### config.mk
export PLATFORM = sky130hd
export DESIGN_NAME = bitmap_run_allocator_core
export DESIGN_NICKNAME = d
export VERILOG_FILES = /design/src/bra_pkg.sv /design/src/bitmap_run_allocator_core.sv /design/src/bra_ctrl.sv /design/src/bra_dp.sv
export SDC_FILE = /design/constraint.sdc
export NUM_CORES = 1
export LEC_CHECK = 0
export ABC_AREA = 1
export ABC_CLOCK_PERIOD_IN_PS = 10500
export BUFFER_PORTS_ARGS = -buffer_cell sky130_fd_sc_hd__clkbuf_2
export CAP_MARGIN = 20
export CELL_PAD_IN_SITES_DETAIL_PLACEMENT = 1
export CELL_PAD_IN_SITES_GLOBAL_PLACEMENT = 2
export CORE_ASPECT_RATIO = 0.75
export CORE_MARGIN = 10
export CORE_UTILIZATION = 39
export CTS_CLUSTER_SIZE = 16
export DETAILED_ROUTE_END_ITERATION = 10
export MAX_ROUTING_LAYER = met4
export PLACE_DENSITY_LB_ADDON = 0.1
export SLEW_MARGIN = 20
export SYNTH_ARGS = -nofsm -noshare
export SYNTH_HDL_FRONTEND = slang
export SYNTH_HIERARCHICAL = 1
export SYNTH_SLANG_ARGS = --single-unit
### constraint.sdc
create_clock -name clk -period 10.5 [get_ports clk]
set_input_delay 1.575 -clock clk [delete_from_list [all_inputs] [get_ports clk]]
set_output_delay 1.575 -clock clk [all_outputs]
set_load 0.01 [all_outputs]
### src/bra_pkg.sv
// shared types and constants of the bitmap run allocator
// no dependencies; imported by bra_ctrl, bra_dp and bitmap_run_allocator_core
package bra_pkg;

  // default pool size in slots
  localparam int BRA_POOL_SLOTS = 256;

  // configuration register indexes
  localparam logic [1:0] CFG_POOL_BASE    = 2'd0;
  localparam logic [1:0] CFG_POOL_COUNT   = 2'd1;
  localparam logic [1:0] CFG_FROM_LOW_END = 2'd2;

  // request command codes
  localparam logic CMD_ALLOC = 1'b0;
  localparam logic CMD_FREE  = 1'b1;

  // error codes carried in the result
  typedef enum logic [1:0] {
    ERR_NONE    = 2'd0,
    ERR_NO_RUN  = 2'd1,
    ERR_UNUSED  = 2'd2,
    ERR_OUTSIDE = 2'd3
  } err_t;

  // controller to datapath commands
  typedef struct packed {
    logic load;      // capture the request fields
    logic start;     // clear walk counters before a scan, check or write
    logic init_wr;   // clearing pass: zero one map entry
    logic go;        // walk the map: scan for allocate, check for free
    logic wr_go;     // write one slot of the chosen run
    logic cnt_upd;   // update the used and peak counts
    logic rsp_load;  // load the result register
    err_t rsp_err;   // error code to load with the result
  } bra_cmd_t;

  // datapath to controller status
  typedef struct packed {
    logic init_last;
    logic is_free;
    logic len_zero;
    logic alloc_bad;
    logic outside;
    logic hit;
    logic miss;
    logic chk_bad;
    logic chk_done;
    logic wr_last;
  } bra_sts_t;

endpackage

### src/bitmap_run_allocator_core.sv
// Bitmap run allocator. A request on the in_ stream either allocates a run of
// free slots (first fit, scanning up from the lowest or down from the highest
// slot, inside an optional address window) or frees a run of used slots. Each
// request gives exactly one result on the out_ stream with the success flag,
// the run address, an error code and the current and peak used counts.
// Registers pool_base, pool_count and from_low_end are written on the cfg_
// port; the user must write them only while the block is idle, which the
// block itself does not enforce.
// Flow: a request is captured and decoded, then an allocate walks the slot
// map one slot per cycle through the single read port of the map memory,
// and a free checks its run one slot per cycle; a successful command then
// writes its run one slot per cycle through the write port. The result
// register is loaded last; an early failure goes straight to it.
// After reset a clearing pass zeroes all POOL_SLOTS map entries, during which
// in_tready stays low. A result waits in its register while out_tready is
// low; the next request is accepted meanwhile but its own result is held
// back until the waiting one is taken.
// depends on bra_pkg, bra_ctrl and bra_dp
module bitmap_run_allocator_core import bra_pkg::*; #(
  parameter int POOL_SLOTS = BRA_POOL_SLOTS
) (
  input  logic        clk,
  input  logic        rst_n,
  // configuration write port
  input  logic        cfg_wr_en,
  input  logic [1:0]  cfg_index,
  input  logic [15:0] cfg_wdata,
  // request channel
  input  logic        in_tvalid,
  output logic        in_tready,
  input  logic [63:0] in_tdata,   // address[15:0], run_length[24:16],
                                  // window_low[41:25], window_high[58:42]
  input  logic        in_tuser,   // command
  // result channel
  output logic        out_tvalid,
  input  logic        out_tready,
  output logic [39:0] out_tdata   // success[0], result_address[16:1],
                                  // error_code[18:17], current_used[27:19],
                                  // peak_used[36:28]
);

  bra_cmd_t    cmd;
  bra_sts_t    sts;
  logic        rsp_success;
  logic [15:0] rsp_result_address;
  logic [1:0]  rsp_error_code;
  logic [8:0]  rsp_current_used;
  logic [8:0]  rsp_peak_used;

  // controller
  bra_ctrl u_ctrl (
    .clk        (clk),
    .rst_n      (rst_n),
    .in_tvalid  (in_tvalid),
    .in_tready  (in_tready),
    .out_tvalid (out_tvalid),
    .out_tready (out_tready),
    .sts_i      (sts),
    .cmd_o      (cmd)
  );

  // datapath
  bra_dp #(
    .POOL_SLOTS (POOL_SLOTS)
  ) u_dp (
    .clk                (clk),
    .rst_n              (rst_n),
    .cfg_wr_en          (cfg_wr_en),
    .cfg_index          (cfg_index),
    .cfg_wdata          (cfg_wdata),
    .req_command        (in_tuser),
    .req_address        (in_tdata[15:0]),
    .req_run_length     (in_tdata[24:16]),
    .req_window_low     (in_tdata[41:25]),
    .req_window_high    (in_tdata[58:42]),
    .cmd_i              (cmd),
    .sts_o              (sts),
    .rsp_success        (rsp_success),
    .rsp_result_address (rsp_result_address),
    .rsp_error_code     (rsp_error_code),
    .rsp_current_used   (rsp_current_used),
    .rsp_peak_used      (rsp_peak_used)
  );

  // result packing
  assign out_tdata = {3'd0, rsp_peak_used, rsp_current_used, rsp_error_code,
                      rsp_result_address, rsp_success};

endmodule

### src/bra_ctrl.sv
// controller state machine of the bitmap run allocator
// depends on bra_pkg; drives bra_dp through bra_cmd_t and reads bra_sts_t
module bra_ctrl import bra_pkg::*; (
  input  logic     clk,
  input  logic     rst_n,
  input  logic     in_tvalid,
  output logic     in_tready,
  output logic     out_tvalid,
  input  logic     out_tready,
  input  bra_sts_t sts_i,
  output bra_cmd_t cmd_o
);

  typedef enum logic [6:0] {
    ST_INIT   = 7'b0000001,
    ST_IDLE   = 7'b0000010,
    ST_DECIDE = 7'b0000100,
    ST_SCAN   = 7'b0001000,
    ST_CHECK  = 7'b0010000,
    ST_WRITE  = 7'b0100000,
    ST_RESP   = 7'b1000000
  } state_t;

  state_t state_r, state_nxt;
  err_t   err_r, err_nxt;
  logic   out_valid_r, out_valid_nxt;

  assign in_tready  = (state_r == ST_IDLE);
  assign out_tvalid = out_valid_r;

  // next state and commands
  always_comb begin
    state_nxt     = state_r;
    err_nxt       = err_r;
    out_valid_nxt = out_valid_r && !out_tready;
    cmd_o         = '0;
    cmd_o.rsp_err = err_r;
    case (state_r)
      ST_INIT: begin
        cmd_o.init_wr = 1'b1;
        if (sts_i.init_last) state_nxt = ST_IDLE;
      end
      ST_IDLE: begin
        if (in_tvalid) begin
          cmd_o.load = 1'b1;
          state_nxt  = ST_DECIDE;
        end
      end
      ST_DECIDE: begin
        cmd_o.start = 1'b1;
        if (!sts_i.is_free) begin
          if (sts_i.alloc_bad) begin
            err_nxt   = ERR_NO_RUN;
            state_nxt = ST_RESP;
          end else begin
            state_nxt = ST_SCAN;
          end
        end else if (sts_i.len_zero) begin
          err_nxt   = ERR_NONE;
          state_nxt = ST_RESP;
        end else if (sts_i.outside) begin
          err_nxt   = ERR_OUTSIDE;
          state_nxt = ST_RESP;
        end else begin
          state_nxt = ST_CHECK;
        end
      end
      ST_SCAN: begin
        cmd_o.go = 1'b1;
        if (sts_i.hit) begin
          state_nxt = ST_WRITE;
        end else if (sts_i.miss) begin
          err_nxt   = ERR_NO_RUN;
          state_nxt = ST_RESP;
        end
      end
      ST_CHECK: begin
        cmd_o.go = 1'b1;
        if (sts_i.chk_bad) begin
          err_nxt   = ERR_UNUSED;
          state_nxt = ST_RESP;
        end else if (sts_i.chk_done) begin
          state_nxt = ST_WRITE;
        end
      end
      ST_WRITE: begin
        cmd_o.wr_go = 1'b1;
        if (sts_i.wr_last) begin
          cmd_o.cnt_upd = 1'b1;
          err_nxt       = ERR_NONE;
          state_nxt     = ST_RESP;
        end
      end
      ST_RESP: begin
        if (!out_valid_r || out_tready) begin
          cmd_o.rsp_load = 1'b1;
          out_valid_nxt  = 1'b1;
          state_nxt      = ST_IDLE;
        end
      end
      default: begin
        state_nxt = ST_INIT;
      end
    endcase
  end

  // state registers
  always_ff @(posedge clk) begin
    if (!rst_n) begin
      state_r     <= ST_INIT;
      err_r       <= ERR_NONE;
      out_valid_r <= 1'b0;
    end else begin
      state_r     <= state_nxt;
      err_r       <= err_nxt;
      out_valid_r <= out_valid_nxt;
    end
  end

endmodule

### src/bra_dp.sv
// datapath of the bitmap run allocator: config, request, slot map, counters
// depends on bra_pkg; commanded by bra_ctrl
module bra_dp import bra_pkg::*; #(
  parameter int POOL_SLOTS = BRA_POOL_SLOTS
) (
  input  logic               clk,
  input  logic               rst_n,
  input  logic               cfg_wr_en,
  input  logic [1:0]         cfg_index,
  input  logic [15:0]        cfg_wdata,
  input  logic               req_command,
  input  logic [15:0]        req_address,
  input  logic [8:0]         req_run_length,
  input  logic signed [16:0] req_window_low,
  input  logic signed [16:0] req_window_high,
  input  bra_cmd_t           cmd_i,
  output bra_sts_t           sts_o,
  output logic               rsp_success,
  output logic [15:0]        rsp_result_address,
  output logic [1:0]         rsp_error_code,
  output logic [8:0]         rsp_current_used,
  output logic [8:0]         rsp_peak_used
);

  localparam int IW  = (POOL_SLOTS > 1) ? $clog2(POOL_SLOTS) : 1;
  localparam int CW  = $clog2(POOL_SLOTS + 1);
  localparam int LIM = (CW > 9) ? CW : 9;
  localparam int LW  = ((IW > 9) ? IW : 9) + 1;
  localparam int SW  = LIM + 1;

  // configuration
  logic [15:0] base_r;
  logic [8:0]  count_r;
  logic        low_end_r;

  // captured request
  logic               cmd_r;
  logic [15:0]        addr_r;
  logic [8:0]         len_r;
  logic signed [16:0] wl_r;
  logic signed [16:0] wh_r;

  // walk state
  logic [LIM-1:0] c_r;
  logic           ev_vld_r;
  logic           ev_last_r;
  logic [IW-1:0]  ev_idx_r;
  logic [8:0]     run_r;
  logic [IW-1:0]  first_r;
  logic [8:0]     wcnt_r;
  logic           rd_r;

  // counts
  logic [CW-1:0] used_r;
  logic [CW-1:0] peak_r;

  // result register
  logic        o_ok_r;
  logic [15:0] o_addr_r;
  err_t        o_err_r;
  logic [8:0]  o_cur_r;
  logic [8:0]  o_peak_r;

  // slot map
  logic mem [POOL_SLOTS];

  logic [LIM-1:0] cnt_ext;
  logic [CW-1:0]  n;
  logic [15:0]    s;
  logic [16:0]    s_end;
  logic [LIM-1:0] lim;
  logic           issue;
  logic [IW-1:0]  raddr;
  logic [15:0]    ev_addr;
  logic           blocked;
  logic           hit;
  logic [IW-1:0]  hit_first;
  logic [IW-1:0]  wptr;
  logic           we;
  logic [IW-1:0]  waddr;
  logic           wdata;
  logic [SW-1:0]  used_add;
  logic [SW-1:0]  used_sub;

  // effective pool size
  assign cnt_ext = LIM'(count_r);
  assign n = (cnt_ext > LIM'(POOL_SLOTS)) ? CW'(POOL_SLOTS) : CW'(cnt_ext);

  // free run start slot and its end against the pool
  assign s     = addr_r - base_r;
  assign s_end = {1'b0, s} + 17'(len_r);

  // walk limit and read address
  assign lim   = (cmd_r == CMD_FREE) ? LIM'(len_r) : LIM'(n);
  assign issue = cmd_i.go && (c_r < lim);
  always_comb begin
    if (cmd_r == CMD_FREE) raddr = IW'(LW'(s[IW-1:0]) + LW'(c_r));
    else if (low_end_r)    raddr = IW'(c_r);
    else                   raddr = IW'(LIM'(n) - LIM'(1) - c_r);
  end

  // scan evaluation of one slot
  assign ev_addr = base_r + 16'(ev_idx_r);
  assign blocked = (!wl_r[16] && (ev_addr < wl_r[15:0])) ||
                   (!wh_r[16] && (ev_addr >= wh_r[15:0])) || rd_r;
  assign hit     = ev_vld_r && !blocked && ((10'(run_r) + 10'd1) == 10'(len_r));
  assign hit_first = low_end_r ? IW'(LW'(ev_idx_r) + LW'(1) - LW'(len_r)) : ev_idx_r;

  // map write port
  assign wptr  = IW'(LW'(first_r) + LW'(wcnt_r));
  assign we    = cmd_i.init_wr || cmd_i.wr_go;
  assign waddr = cmd_i.init_wr ? IW'(c_r) : wptr;
  assign wdata = cmd_i.init_wr ? 1'b0 : (cmd_r == CMD_ALLOC);

  assign used_add = SW'(used_r) + SW'(len_r);
  assign used_sub = SW'(used_r) - SW'(len_r);

  // status
  always_comb begin
    sts_o           = '0;
    sts_o.init_last = (c_r == LIM'(POOL_SLOTS - 1));
    sts_o.is_free   = (cmd_r == CMD_FREE);
    sts_o.len_zero  = (len_r == 9'd0);
    sts_o.alloc_bad = (len_r == 9'd0) || (LIM'(len_r) > LIM'(n));
    sts_o.outside   = (s_end > 17'(n));
    sts_o.hit       = hit;
    sts_o.miss      = ev_vld_r && ev_last_r && !hit;
    sts_o.chk_bad   = ev_vld_r && !rd_r;
    sts_o.chk_done  = ev_vld_r && ev_last_r && rd_r;
    sts_o.wr_last   = ((10'(wcnt_r) + 10'd1) == 10'(len_r));
  end

  // slot map memory
  always_ff @(posedge clk) begin
    if (we) mem[waddr] <= wdata;
    rd_r <= mem[raddr];
  end

  // configuration registers
  always_ff @(posedge clk) begin
    if (!rst_n) begin
      base_r    <= 16'd0;
      count_r   <= 9'd256;
      low_end_r <= 1'b1;
    end else if (cfg_wr_en) begin
      case (cfg_index)
        CFG_POOL_BASE:    base_r    <= cfg_wdata;
        CFG_POOL_COUNT:   count_r   <= cfg_wdata[8:0];
        CFG_FROM_LOW_END: low_end_r <= cfg_wdata[0];
        default: ;
      endcase
    end
  end

  // request capture
  always_ff @(posedge clk) begin
    if (cmd_i.load) begin
      cmd_r  <= req_command;
      addr_r <= req_address;
      len_r  <= req_run_length;
      wl_r   <= req_window_low;
      wh_r   <= req_window_high;
    end
  end

  // walk counters and evaluation stage
  always_ff @(posedge clk) begin
    if (!rst_n) begin
      c_r      <= '0;
      ev_vld_r <= 1'b0;
      wcnt_r   <= 9'd0;
    end else if (cmd_i.start) begin
      c_r      <= '0;
      ev_vld_r <= 1'b0;
      wcnt_r   <= 9'd0;
    end else begin
      if (cmd_i.init_wr || issue) c_r <= c_r + LIM'(1);
      ev_vld_r <= issue;
      if (cmd_i.wr_go) wcnt_r <= wcnt_r + 9'd1;
    end
  end

  // evaluation payload, run length and run start
  always_ff @(posedge clk) begin
    ev_idx_r  <= raddr;
    ev_last_r <= ((c_r + LIM'(1)) == lim);
    if (cmd_i.start) begin
      run_r   <= 9'd0;
      first_r <= s[IW-1:0];
    end else if (cmd_i.go && ev_vld_r && (cmd_r == CMD_ALLOC)) begin
      run_r <= blocked ? 9'd0 : run_r + 9'd1;
      if (hit) first_r <= hit_first;
    end
  end

  // used and peak counts
  always_ff @(posedge clk) begin
    if (!rst_n) begin
      used_r <= '0;
      peak_r <= '0;
    end else if (cmd_i.cnt_upd) begin
      if (cmd_r == CMD_ALLOC) begin
        used_r <= CW'(used_add);
        if (used_add > SW'(peak_r)) peak_r <= CW'(used_add);
      end else begin
        used_r <= CW'(used_sub);
      end
    end
  end

  // result register
  always_ff @(posedge clk) begin
    if (cmd_i.rsp_load) begin
      o_ok_r   <= (cmd_i.rsp_err == ERR_NONE);
      o_addr_r <= ((cmd_i.rsp_err == ERR_NONE) && (cmd_r == CMD_ALLOC)) ?
                  (base_r + 16'(first_r)) : 16'd0;
      o_err_r  <= cmd_i.rsp_err;
      o_cur_r  <= 9'(used_r);
      o_peak_r <= 9'(peak_r);
    end
  end

  assign rsp_success        = o_ok_r;
  assign rsp_result_address = o_addr_r;
  assign rsp_error_code     = o_err_r;
  assign rsp_current_used   = o_cur_r;
  assign rsp_peak_used      = o_peak_r;

endmodule
==> results of run 1 <==
## per-stage QoR
stage	cell area, um2	hold WS [ps]
5_1_grt	28600	443
3_5_place_dp	27000	422
4_1_cts	28600	437
6_report	28600	435
3_3_place_gp	27000	415
2_1_floorplan	25800	408
## worst max-delay path by stage
stage | to | slack, ps | depth (start not counted) | start
6_report | u_dp/first_r[1] | 4880 | 22 | u_dp/base_r[0]
5_1_grt | u_dp/first_r[1] | 4340 | 22 | u_dp/base_r[0]
4_1_cts | u_dp/first_r[1] | 4880 | 22 | u_dp/base_r[0]
3_5_place_dp | u_dp/first_r[1] | 4890 | 22 | u_dp/base_r[0]
3_3_place_gp | u_dp/first_r[1] | 4900 | 22 | u_dp/base_r[0]
2_1_floorplan | u_dp/mem[0] | 2250 | 4 | u_dp/cmd_r
## kinds of logic (layout without fill, tap and decap cells)
| group | after synthesis | after routing |
|---|---|---|
| adder cells (fa/ha/maj) | 172 | 172 |
| buffers and inverters | 423 | 507 |
| other | 1 | 5 |
| flip-flops | 453 | 453 |
| XOR/XNOR | 79 | 79 |
| AO/OA/AOI/OAI | 361 | 361 |
| AND/OR/NAND/NOR | 1436 | 1436 |
## report_power, final
| part | internal, mW | switching, mW | leakage [nW] |
|---|---|---|---|
| Clock | 0.968 | 0.748 | 0.758 |
| Combinational | 0.652 | 2.31 | 6.39 |
| Sequential | 2.17 | 0.0910 | 4.04 |
## layer usage
metal	vias up	share of wire, %	GRT usage (%)
li1	10200	-	-
met1	10700	50	32.7
met2	432	43	32.2
met3	95	5.5	3.83
met4	0	1.6	4.53
met5	-	0	-
## cell usage in the layout, fill, tap and decap left out, types with 6 or more instances in the layout
cell type / instances
sky130_fd_sc_hd__nor2_1: 131
sky130_fd_sc_hd__o21ai_1: 10
sky130_fd_sc_hd__nand3_2: 8
sky130_fd_sc_hd__nor2_4: 11
sky130_fd_sc_hd__nor3_1: 276
sky130_fd_sc_hd__fa_1: 10
sky130_fd_sc_hd__o21ai_0: 119
sky130_fd_sc_hd__xor2_1: 57
sky130_fd_sc_hd__o211ai_1: 8
sky130_fd_sc_hd__nand2_1: 567
sky130_fd_sc_hd__a211oi_1: 6
sky130_fd_sc_hd__xnor2_1: 22
sky130_fd_sc_hd__edfxtp_1: 361
sky130_fd_sc_hd__nand4_1: 17
sky130_fd_sc_hd__clkbuf_16: 49
sky130_fd_sc_hd__dfxtp_1: 92
sky130_fd_sc_hd__nand3b_1: 8
sky130_fd_sc_hd__or2_2: 9
sky130_fd_sc_hd__clkinv_1: 20
sky130_fd_sc_hd__ha_1: 162
sky130_fd_sc_hd__clkinv_2: 6
sky130_fd_sc_hd__nor4_1: 7
sky130_fd_sc_hd__nand3_1: 369
sky130_fd_sc_hd__clkbuf_1: 8
sky130_fd_sc_hd__buf_4: 24
sky130_fd_sc_hd__a21oi_1: 185
sky130_fd_sc_hd__inv_1: 257
sky130_fd_sc_hd__nand2_2: 9
sky130_fd_sc_hd__clkbuf_2: 121
sky130_fd_sc_hd__inv_2: 11
## flip-flops by register name, summed over array words and instances, names as in the netlist, 16 cells and up
signal,count
u_dp/addr_r,16
u_dp/base_r,16
u_dp/mem,256
u_dp/rsp_result_address,16
u_dp/wh_r,17
u_dp/wl_r,17
## cell type report
| cell class | count | area [um2] | share of cell area, % |
|---|---|---|---|
| Sequential cell | 453 | 12700 | 44.3 |
| Multi-Input combinational cell | 2051 | 11400 | 40.0 |
| Clock buffer | 59 | 1280 | 4.49 |
| Tap cell | 871 | 1090 | 3.81 |
| Inverter | 271 | 1020 | 3.56 |
| Timing Repair Buffer | 146 | 813 | 2.84 |
| Clock inverter | 31 | 260 | 0.910 |
| Antenna cell | 2 | 5.00 | 0.0175 |
==> impl_metrics.json, run 1 <==
{
  "io-pin-count": 130,
  "totalPowerFinal_mw": 6.94,
  "filler_cell_count": 7602,
  "synth_top_area_cell": "sky130_fd_sc_hd__edfxtp_1",
  "wire_per_inst_um": 22.0,
  "vdd_drop_max_mv": 0.293,
  "synthesized_area_um2": 25800,
  "largest_delay_contributor_family_on_the_critical_path": "simple AND/OR/NAND/NOR gates",
  "timing.critical_path.slowest_stage_cell": "sky130_fd_sc_hd__o41ai_1",
  "setup_total_negative_slack_ps": 0,
  "leakage_power_summed_over_all_cells_nw": 11.2,
  "hold_depth": 0,
  "tritoncts": "built",
  "cts-buffers-inserted": 49,
  "synth-adder-area-share_pct": 8.62,
  "synth_cells": 2925,
  "ys_seq_area_share_pct": 49.1,
  "post_synth.cell_area_avg_um2": 8.83,
  "dp.final_hpwl_um": 58400,
  "layout.cells.non_filler": 3884,
  "layout_setup_ws_ps": 4880,
  "combinational_family_with_the_most_area_after_synthesis": "simple AND/OR/NAND/NOR gates",
  "run_status": "complete, no violations",
  "grt_antenna_before_repair": 2,
  "synthFlopType": "sky130_fd_sc_hd__edfxtp_1",
  "synth_commonest_cells": "sky130_fd_sc_hd__nand2_1, sky130_fd_sc_hd__nand3_1, sky130_fd_sc_hd__edfxtp_1",
  "routed_wl_um": 85300,
  "critical_path.cell_chain": "ha_1, inv_1, fa_1, nand3b_1, and2_1, o41ai_1, nand2_1, nor2_1, nand2_1, xor2_1, ha_1, nand2_1, inv_1, nand3_1, inv_1, a21oi_1, nand3_1, a21oi_1, nand2_1, nor2_1, nand2_1, nand2_1",
  "floorplan.die_area_um2": 77000,
  "overflow": 0,
  "detail-route-antenna-nets": 0,
  "final-max-slew-violation-count": 0,
  "final-hold-violation-count": 0,
  "ctsHoldBuffers": 0,
  "yosys_warnings": 6,
  "synth_xor_area_share_pct": 2.68,
  "grtUsageTotal_pct": 22.4,
  "fin_crit_sh_pct": 53.5,
  "worst_r2r_startpoint": "u_dp/base_r[0]",
  "post-place-cells": 3791,
  "rsz0062_at_grt": "false",
  "r2r_setup_slack_ps": 4880,
  "clk_root_buffer_cell": "sky130_fd_sc_hd__clkbuf_16",
  "start_util_pct": 39.5,
  "worst-endpoint-arrival_ps": 5890,
  "post_cts_resize_count": 0,
  "synth_enable_flop_cells": 361,
  "powerDensity_nw_per_um2": 243,
  "cp_data_required_time_ps": 10770,
  "core_area_um2": 65400,
  "synth.mux.area_fraction_pct": 0,
  "preCtsSetupSlack_ps": 4890,
  "worst-setup-path-type": "flop to flop",
  "yosys_register_bits": 453,
  "worst_setup_hold_path_clk_slew_ps": 60,
  "synth.lib_cells_used.distinct": 55,
  "place_congestion": 0.854,
  "cp-start-kind": "flop",
  "buffer_ports.inserted": 121,
  "path_max_fanout": 8,
  "timing.critical_path.slowest_cell_delay_ps": 540,
  "grt_max_degree": 128,
  "clk-insertion-delay-late_ps": 630,
  "r2r.worst_path.cells": 22,
  "area_delta_synth_final_pct": 10.7,
  "critPathBufInv": 3,
  "postCtsSetupBuffers": 0,
  "synth.area.top_cells": "sky130_fd_sc_hd__edfxtp_1, sky130_fd_sc_hd__nand2_1, sky130_fd_sc_hd__ha_1",
  "drtIter0Drc": 1458,
  "clock_sink_count": 453,
  "floorplan.die.height_um": 243,
  "synth_compound_gate_area_share_pct": 7.48,
  "post-route-min-period_ps": 5620,
  "remaining_drc_errors": 0,
  "finalSetupViolCount": 0,
  "layout-drive-gt1-share_pct": 9.07,
  "yosysMostFrequentCell": "sky130_fd_sc_hd__nand2_1",
  "finish.utilization_pct": 43.8,
  "slew_headroom_pct": 24.8,
  "die_width_um": 317,
  "cts_max_path_buffers": 3,
  "hp-start": "u_dp/peak_r[1]",
  "finalClockSkew_ps": 25.7,
  "cts.htree.levels": 2,
  "tightest_slew_ps": 1130,
  "endpoint_worst_hold": "u_dp/rsp_peak_used[1]",
  "worstReg2RegEnd": "u_dp/first_r[1]",
  "timing.critical_path.mode_cell": "sky130_fd_sc_hd__nand2_1",
  "endpoint_kind": "flop",
  "detailedRoute.firstPassIterationCount": 7,
  "synthArstFlopShare_pct": 0,
  "design.final.nets": 3232,
  "maxCapViolCount": 0,
  "grt_first_pass_wirelength_um": 131000,
  "synthDominantCellAreaShare_pct": 42.0,
  "dr_total_vias": 21400,
  "highest_attainable_clock_frequency_mhz": 178,
  "holdCritPathClass": "flop to flop",
  "core.rowCount": 81,
  "vias_per_cell": 5.51,
  "synth_simple_gate_area_share_pct": 25.3,
  "first_global_vias": 21800
}
No activity file was read; power rests on OpenSTA's default activity.
==> run 2: changes to the inputs <==
--- a/config.mk
+++ b/config.mk
@@ -5,15 +5,15 @@
 export SDC_FILE = /design/constraint.sdc
 export NUM_CORES = 1
 export LEC_CHECK = 0
-export ABC_AREA = 1
-export ABC_CLOCK_PERIOD_IN_PS = 10500
+export ABC_AREA = 0
+export ABC_CLOCK_PERIOD_IN_PS = 5500
 export BUFFER_PORTS_ARGS = -buffer_cell sky130_fd_sc_hd__clkbuf_2
 export CAP_MARGIN = 20
 export CELL_PAD_IN_SITES_DETAIL_PLACEMENT = 1
 export CELL_PAD_IN_SITES_GLOBAL_PLACEMENT = 2
 export CORE_ASPECT_RATIO = 0.75
 export CORE_MARGIN = 10
-export CORE_UTILIZATION = 39
+export CORE_UTILIZATION = 42
 export CTS_CLUSTER_SIZE = 16
 export DETAILED_ROUTE_END_ITERATION = 10
 export MAX_ROUTING_LAYER = met4
==> constraint.sdc (replaced) <==
create_clock -name clk -period 5.5 [get_ports clk]
set_input_delay 0.825 -clock clk [delete_from_list [all_inputs] [get_ports clk]]
set_output_delay 0.825 -clock clk [all_outputs]
set_load 0.01 [all_outputs]
==> impl_metrics.json, run 2 <==
{
  "routed_wl_um": 71600,
  "synthFlopType": "sky130_fd_sc_hd__edfxtp_1",
  "tritoncts": "built",
  "highest_attainable_clock_frequency_mhz": 193,
  "antennaDiodeCount": 0,
  "overflow": 0,
  "floorplan.die_area_um2": 71300,
  "r2r.worst_path.cells": 24,
  "endpoint_kind": "flop",
  "synth.lib_cells_used.distinct": 83,
  "floorplan.die.height_um": 234,
  "first_global_vias": 18800,
  "cts.htree.levels": 2,
  "wire_per_inst_um": 21.6,
  "layout_setup_ws_ps": 328,
  "buffer_ports.inserted": 121,
  "synthArstFlopShare_pct": 0,
  "yosysMostFrequentCell": "sky130_fd_sc_hd__nor2_1",
  "detailedRoute.firstPassIterationCount": 5,
  "post_dp_cell_area_um2": 27000,
  "largest_register_ff_count": 256,
  "clk-insertion-delay-late_ps": 630,
  "finalClockSkew_ps": 55.7,
  "final_common_cell": "sky130_fd_sc_hd__nor2_1",
  "most_used_cells_in_the_layout_excluding_fill_and_tap_cells": "sky130_fd_sc_hd__nor2_1, sky130_fd_sc_hd__edfxtp_1, sky130_fd_sc_hd__mux2i_1, sky130_fd_sc_hd__ha_1, sky130_fd_sc_hd__inv_1",
  "place_congestion": 0.835,
  "tightest_slew_ps": 1050,
  "synth_enable_flop_cells": 361,
  "clk_root_buffer_cell": "sky130_fd_sc_hd__clkbuf_16",
  "slew_headroom_pct": 29.5,
  "cp_data_required_time_ps": 6010,
  "synth.area.top_cells": "sky130_fd_sc_hd__edfxtp_1, sky130_fd_sc_hd__mux2i_1, sky130_fd_sc_hd__ha_1",
  "finish.utilization_pct": 47.4,
  "remaining_drc_errors": 0,
  "core_area_um2": 60400,
  "final-max-slew-violation-count": 0,
  "io-pin-count": 130,
  "regMostFlops": "u_dp/mem",
  "dr_total_vias": 18000,
  "cts-buffers-inserted": 51,
  "grt_first_pass_wirelength_um": 111000,
  "maxCapViolCount": 0,
  "holdCritPathClass": "input pin to flop",
  "post_synth.cell_area_avg_um2": 10.8,
  "layout-drive-gt1-share_pct": 11.4,
  "synthesized_area_um2": 25600,
  "worst_setup_hold_path_clk_slew_ps": 60,
  "drtIter0Drc": 1063,
  "yosys_register_bits": 453,
  "biggestRegsByFlops": "u_dp/mem (256), u_dp/wh_r (17), u_dp/wl_r (17)",
  "area_delta_synth_final_pct": 11.9,
  "path_max_fanout": 4,
  "powerDensity_nw_per_um2": 268,
  "vdd_drop_max_mv": 0.228,
  "grtUsageTotal_pct": 20.3,
  "core.rowCount": 78,
  "synth_top_area_cell": "sky130_fd_sc_hd__edfxtp_1",
  "endpoint_worst_hold": "u_dp/addr_r[12]",
  "synth_cells": 2365,
  "cp-start-kind": "flop",
  "vias_per_cell": 5.42,
  "worstReg2RegEnd": "u_ctrl/err_r[1]",
  "synthDominantCellAreaShare_pct": 42.4,
  "totalPowerFinal_mw": 7.68,
  "cts_max_path_buffers": 3,
  "start_util_pct": 42.4,
  "setup_total_negative_slack_ps": 0,
  "fin_crit_sh_pct": 94.0,
  "clock_sink_count": 453,
  "post-route-min-period_ps": 5170,
  "ys_seq_area_share_pct": 49.6,
  "grt_max_degree": 97,
  "preCtsSetupSlack_ps": 16.8,
  "hold_depth": 1,
  "worst_r2r_startpoint": "u_dp/addr_r[0]",
  "post-route-cell-area_um2": 28600,
  "yosys_warnings": 6,
  "finalSetupViolCount": 0,
  "die_width_um": 305,
  "r2r_setup_slack_ps": 330,
  "worst-endpoint-arrival_ps": 5680,
  "worst-setup-path-type": "flop to flop",
  "synth_commonest_cells": "sky130_fd_sc_hd__nor2_1, sky130_fd_sc_hd__edfxtp_1, sky130_fd_sc_hd__mux2i_1",
  "dp.final_hpwl_um": 52100,
  "hp-start": "in_tdata[12]",
  "final-hold-violation-count": 0,
  "grt_antenna_before_repair": 3,
  "design.final.nets": 2737,
  "detail-route-antenna-nets": 0,
  "run_status": "complete, no violations",
  "leakage_power_summed_over_all_cells_nw": 11.4
}
[run 2: area by class of cell]
cell class | count | area (um2)
Timing Repair Buffer | 163 | 971
Clock inverter | 26 | 225
Sequential cell | 453 | 12700
Clock buffer | 69 | 1340
Fill cell | 6564 | 31800
Inverter | 140 | 526
Tap cell | 800 | 1000
Multi-Input combinational cell | 1668 | 11900
[run 2: metrics by stage]
step / cells / hold WS, ps
after floorplan: 2367 / 408
after global placement: 3223 / 421
after detailed placement: 3223 / 417
after CTS: 3318 / 334
after global routing: 3319 / 348
final: 3319 / 376
[run 2: logic make-up after synthesis]
logic type                 Yosys count  share of synthesized area (%)
and+or+nand+nor                    742                           13.3
DFF                                453                           49.6
AOI/OAI and AO/OA                  342                           8.49
muxes                              285                           11.2
buffers and inverters              246                           4.47
adders and majority gates          172                           8.70
xor gates and xnor gates           124                           4.27
other                                1                         0.0147
[run 2: how the worst max path moves through the flow]
stage,from,end,slack (ps),cells past startpoint
6_report,u_dp/addr_r[0],u_ctrl/err_r[1],330,24
5_1_grt,u_dp/base_r[0],u_ctrl/err_r[1],-5,23
4_1_cts,u_dp/base_r[1],u_ctrl/err_r[1],30,23
3_5_place_dp,u_dp/base_r[1],u_ctrl/err_r[1],20,23
3_3_place_gp,u_dp/base_r[1],u_ctrl/err_r[1],260,23
2_1_floorplan,u_dp/addr_r[0],u_ctrl/err_r[0],1050,24
[run 2: metal layers]
layer	wire length [um]	global-route usage [%]
met5	0	-
met4	1150	4.13
met3	2750	2.89
met2	30900	30.4
met1	36800	29.1
[run 2: timing repair]
action	CTS	global route
resized for setup	1	12
endpoints found under the hold margin	0	0
cloned	0	0
buffers inserted	0	1
endpoints found under the setup margin	2	3
hold buffers	0	0
pin swaps	0	4
[run 2: power by group]
part | switching, mW | internal, mW
clock | 1.43 | 1.82
combinational | 0.413 | 0.311
sequential | 0.0320 | 3.68
total | 1.88 | 5.81
[run 2: critical path, cell delays in order, from the launching register on]
cell and delay, ps:
sky130_fd_sc_hd__edfxtp_1 360, sky130_fd_sc_hd__inv_1 70, sky130_fd_sc_hd__ha_1 150, sky130_fd_sc_hd__inv_1 50, sky130_fd_sc_hd__fa_1 400, sky130_fd_sc_hd__a21o_1 190
sky130_fd_sc_hd__a21oi_1 240, sky130_fd_sc_hd__o21bai_1 110, sky130_fd_sc_hd__a21oi_2 180, sky130_fd_sc_hd__o21bai_1 100, sky130_fd_sc_hd__a21oi_1 200, sky130_fd_sc_hd__xnor2_1 180
sky130_fd_sc_hd__ha_1 330, sky130_fd_sc_hd__xor2_1 190, sky130_fd_sc_hd__ha_1 320, sky130_fd_sc_hd__nand4_1 110, sky130_fd_sc_hd__nor2_1 100, sky130_fd_sc_hd__nand4_1 110
sky130_fd_sc_hd__and3_1 210, sky130_fd_sc_hd__nor4_4 270, sky130_fd_sc_hd__o2111ai_4 210, sky130_fd_sc_hd__nor3b_2 270, sky130_fd_sc_hd__and4bb_2 270, sky130_fd_sc_hd__o211ai_4 210
sky130_fd_sc_hd__mux2i_1 200
==> run 3: changes to the inputs <==
--- a/config.mk
+++ b/config.mk
@@ -11,7 +11,6 @@
 export CAP_MARGIN = 20
 export CELL_PAD_IN_SITES_DETAIL_PLACEMENT = 1
 export CELL_PAD_IN_SITES_GLOBAL_PLACEMENT = 2
-export CORE_ASPECT_RATIO = 0.75
 export CORE_MARGIN = 10
 export CORE_UTILIZATION = 42
 export CTS_CLUSTER_SIZE = 16
==> constraint.sdc (replaced) <==
create_clock -name clk -period 5.5 [get_ports clk]
set_input_delay 0.275 -clock clk [delete_from_list [all_inputs] [get_ports clk]]
set_output_delay 0.275 -clock clk [all_outputs]
set_load 0.01 [all_outputs]
==> impl_metrics.json, run 3 (synthesized netlist as in run 2, its figures left out) <==
{
  "io-pin-count": 130,
  "leakage_power_summed_over_all_cells_nw": 11.8,
  "powerDensity_nw_per_um2": 269,
  "grt_antenna_before_repair": 2,
  "hold_depth": 4,
  "path_max_fanout": 4,
  "place_congestion": 0.855,
  "share_clk_of_total_power_pct": 43.5,
  "routed_wl_um": 74300,
  "worst_r2r_startpoint": "u_dp/addr_r[0]",
  "fin_crit_sh_pct": 94.3,
  "dr_total_vias": 18300,
  "remaining_drc_errors": 0,
  "post-place-cells": 3202,
  "vias_per_cell": 5.40,
  "post-route-min-period_ps": 5180,
  "layout.cells.non_filler": 3379,
  "first_global_vias": 19300,
  "r2r.worst_path.cells": 24,
  "design.final.nets": 2813,
  "start_util_pct": 42.4,
  "grtUsageTotal_pct": 21.3,
  "hp-start": "out_tready",
  "cell_internal_pwr_mw": 6.00,
  "cp-start-kind": "flop",
  "area_delta_synth_final_pct": 15.1,
  "grt_first_pass_wirelength_um": 114000,
  "sw_frac_of_total_pct": 24.3,
  "highest_attainable_clock_frequency_mhz": 193,
  "r2r_setup_slack_ps": 320,
  "slew_headroom_pct": 26.0,
  "regMostFlops": "u_dp/mem",
  "worst_setup_hold_path_clk_slew_ps": 60,
  "setup_total_negative_slack_ps": 0,
  "timing.critical_path.mode_cell": "sky130_fd_sc_hd__inv_1",
  "layout-drive-gt1-share_pct": 11.6,
  "combPwrFrac_pct": 9.7,
  "holdCritPathClass": "input pin to flop",
  "tightest_slew_ps": 1110,
  "biggestRegsByFlops": "u_dp/mem (256), u_dp/wh_r (17), u_dp/wl_r (17)",
  "core_area_um2": 60400,
  "maxCapViolCount": 0,
  "wire_per_inst_um": 22.0,
  "dp.final_hpwl_um": 52000,
  "detail-route-antenna-nets": 0,
  "timing.critical_path.slowest_stage_cell": "sky130_fd_sc_hd__fa_1",
  "cts_max_path_buffers": 3,
  "final_common_cell": "sky130_fd_sc_hd__nor2_1",
  "floorplan.die.height_um": 267,
  "critical_path.cell_chain": "inv_1, ha_1, inv_1, fa_1, inv_1, fa_1, inv_1, a21o_1, a21oi_1, o21bai_1, a21oi_1, o21ai_1, xor2_1, ha_1, nand4_1, nor2_1, nand4_1, and3_1, nor4_2, o2111ai_2, nor3b_2, and4bb_2, o211ai_4, mux2i_1",
  "largest_register_ff_count": 256,
  "floorplan.die_area_um2": 71200,
  "rsz0062_at_grt": "false",
  "cts-buffers-inserted": 52,
  "final-max-slew-violation-count": 0,
  "clk_root_buffer_cell": "sky130_fd_sc_hd__clkbuf_16",
  "timing.critical_path.slowest_cell_delay_ps": 620,
  "clk-insertion-delay-late_ps": 620,
  "core.rowCount": 90,
  "detailedRoute.firstPassIterationCount": 5,
  "run_status": "complete, no violations",
  "endpoint_kind": "flop",
  "finalSetupViolCount": 0,
  "worst-endpoint-arrival_ps": 5710,
  "drtIter0Drc": 903,
  "final-hold-violation-count": 0,
  "buffer_ports.inserted": 121,
  "most_used_cells_in_the_layout_excluding_fill_and_tap_cells": "sky130_fd_sc_hd__nor2_1, sky130_fd_sc_hd__edfxtp_1, sky130_fd_sc_hd__mux2i_1, sky130_fd_sc_hd__ha_1, sky130_fd_sc_hd__inv_1",
  "net_switching_mw": 1.92,
  "cts.htree.levels": 2,
  "worstReg2RegEnd": "u_ctrl/err_r[0]",
  "clock_sink_count": 453,
  "vdd_drop_max_mv": 0.246,
  "cp_data_required_time_ps": 6020,
  "finalClockSkew_ps": 27.7,
  "tritoncts": "built",
  "power.sequential.fraction_pct": 46.8,
  "die_width_um": 267,
  "grt_max_degree": 66,
  "endpoint_worst_hold": "u_ctrl/out_tvalid",
  "worst-setup-path-type": "flop to flop",
  "overflow": 0
}
run 3: changes by cell type in the layout (fill, tap and decap cells not counted), sizes merged:
cell         delta
buf             -2
bufinv          +1
dlygate4sd3    +77
inv             -2
clkbuf          -3
clkinv          +6
diode           +1
run 3: worst max path at each step:
stage / start / cells after the start / slack, ps / endpoint
after floorplan: u_dp/addr_r[0] / 24 / 1050 / u_ctrl/err_r[0]
after detailed placement: u_dp/base_r[1] / 23 / 50 / u_ctrl/err_r[0]
final: u_dp/addr_r[0] / 24 / 320 / u_ctrl/err_r[0]
after CTS: u_dp/addr_r[0] / 24 / 50 / u_ctrl/err_r[0]
after global placement: u_dp/addr_r[0] / 24 / 270 / u_ctrl/err_r[1]
after global routing: u_dp/addr_r[0] / 24 / 7 / u_ctrl/err_r[1]
run 3: critical path: cells and delay by family, from the launching register on:
kind                     cells  cell delay (ps)
AO/OA/AOI/OAI                7             1200
XOR/XNOR                     1              120
adder cells (fa/ha/maj)      4             1520
buffers and inverters        4              380
flip-flops                   1              370
multiplexers                 1              210
AND/OR/NAND/NOR              7             1310
run 3: power groups by stage:
stage | Sequential, mW | Clock (mW) | Combinational [mW]
2_1_floorplan | 3.76 | 0 | 0.509
3_3_place_gp | 3.78 | 0 | 0.702
3_5_place_dp | 3.78 | 0 | 0.720
4_1_cts | 3.71 | 3.54 | 0.770
5_1_grt | 3.71 | 3.68 | 0.837
6_report | 3.71 | 3.44 | 0.769
run 3: final cells by class:
cell class	count	area [um2]
Antenna cell	1	2.50
Clock buffer	66	1430
Clock inverter	31	260
Fill cell	6539	30900
Inverter	140	526
Multi-Input combinational cell	1668	11900
Sequential cell	453	12700
Tap cell	782	978
Timing Repair Buffer	238	1700
run 3: stage by stage:
| step | utilization [%] | instance area, um2 | total power [mW] | hold slack [ps] | worst slack (ps) |
|---|---|---|---|---|---|
| after CTS | 48.7 | 29400 | 8.02 | 62.9 | 46.3 |
| after global placement | 44.6 | 26900 | 4.48 | 416 | 271 |
| after global routing | 48.8 | 29400 | 8.23 | 117 | 6.72 |
| after detailed placement | 44.6 | 26900 | 4.50 | 419 | 47.8 |
| final | 48.8 | 29400 | 7.92 | 97.6 | 316 |
| after floorplan | - | 25600 | 4.27 | 374 | 1050 |
run 3: timing repair:
item	in CTS	in global routing
setup buffers	0	2
resized for setup	2	9
hold buffers	77	0
pin swaps	0	4
endpoints found under the hold margin	82	0
endpoints found under the setup margin	2	3
run 3: layer usage:
metal  vias up  routed length (um)  global-route usage (%)
met5         -                   0                       -
met4         0                2420                    7.63
met3       129                2430                    2.64
met2       260               37400                    36.5
met1      9121               32100                    25.3
li1       8753                   -                       -
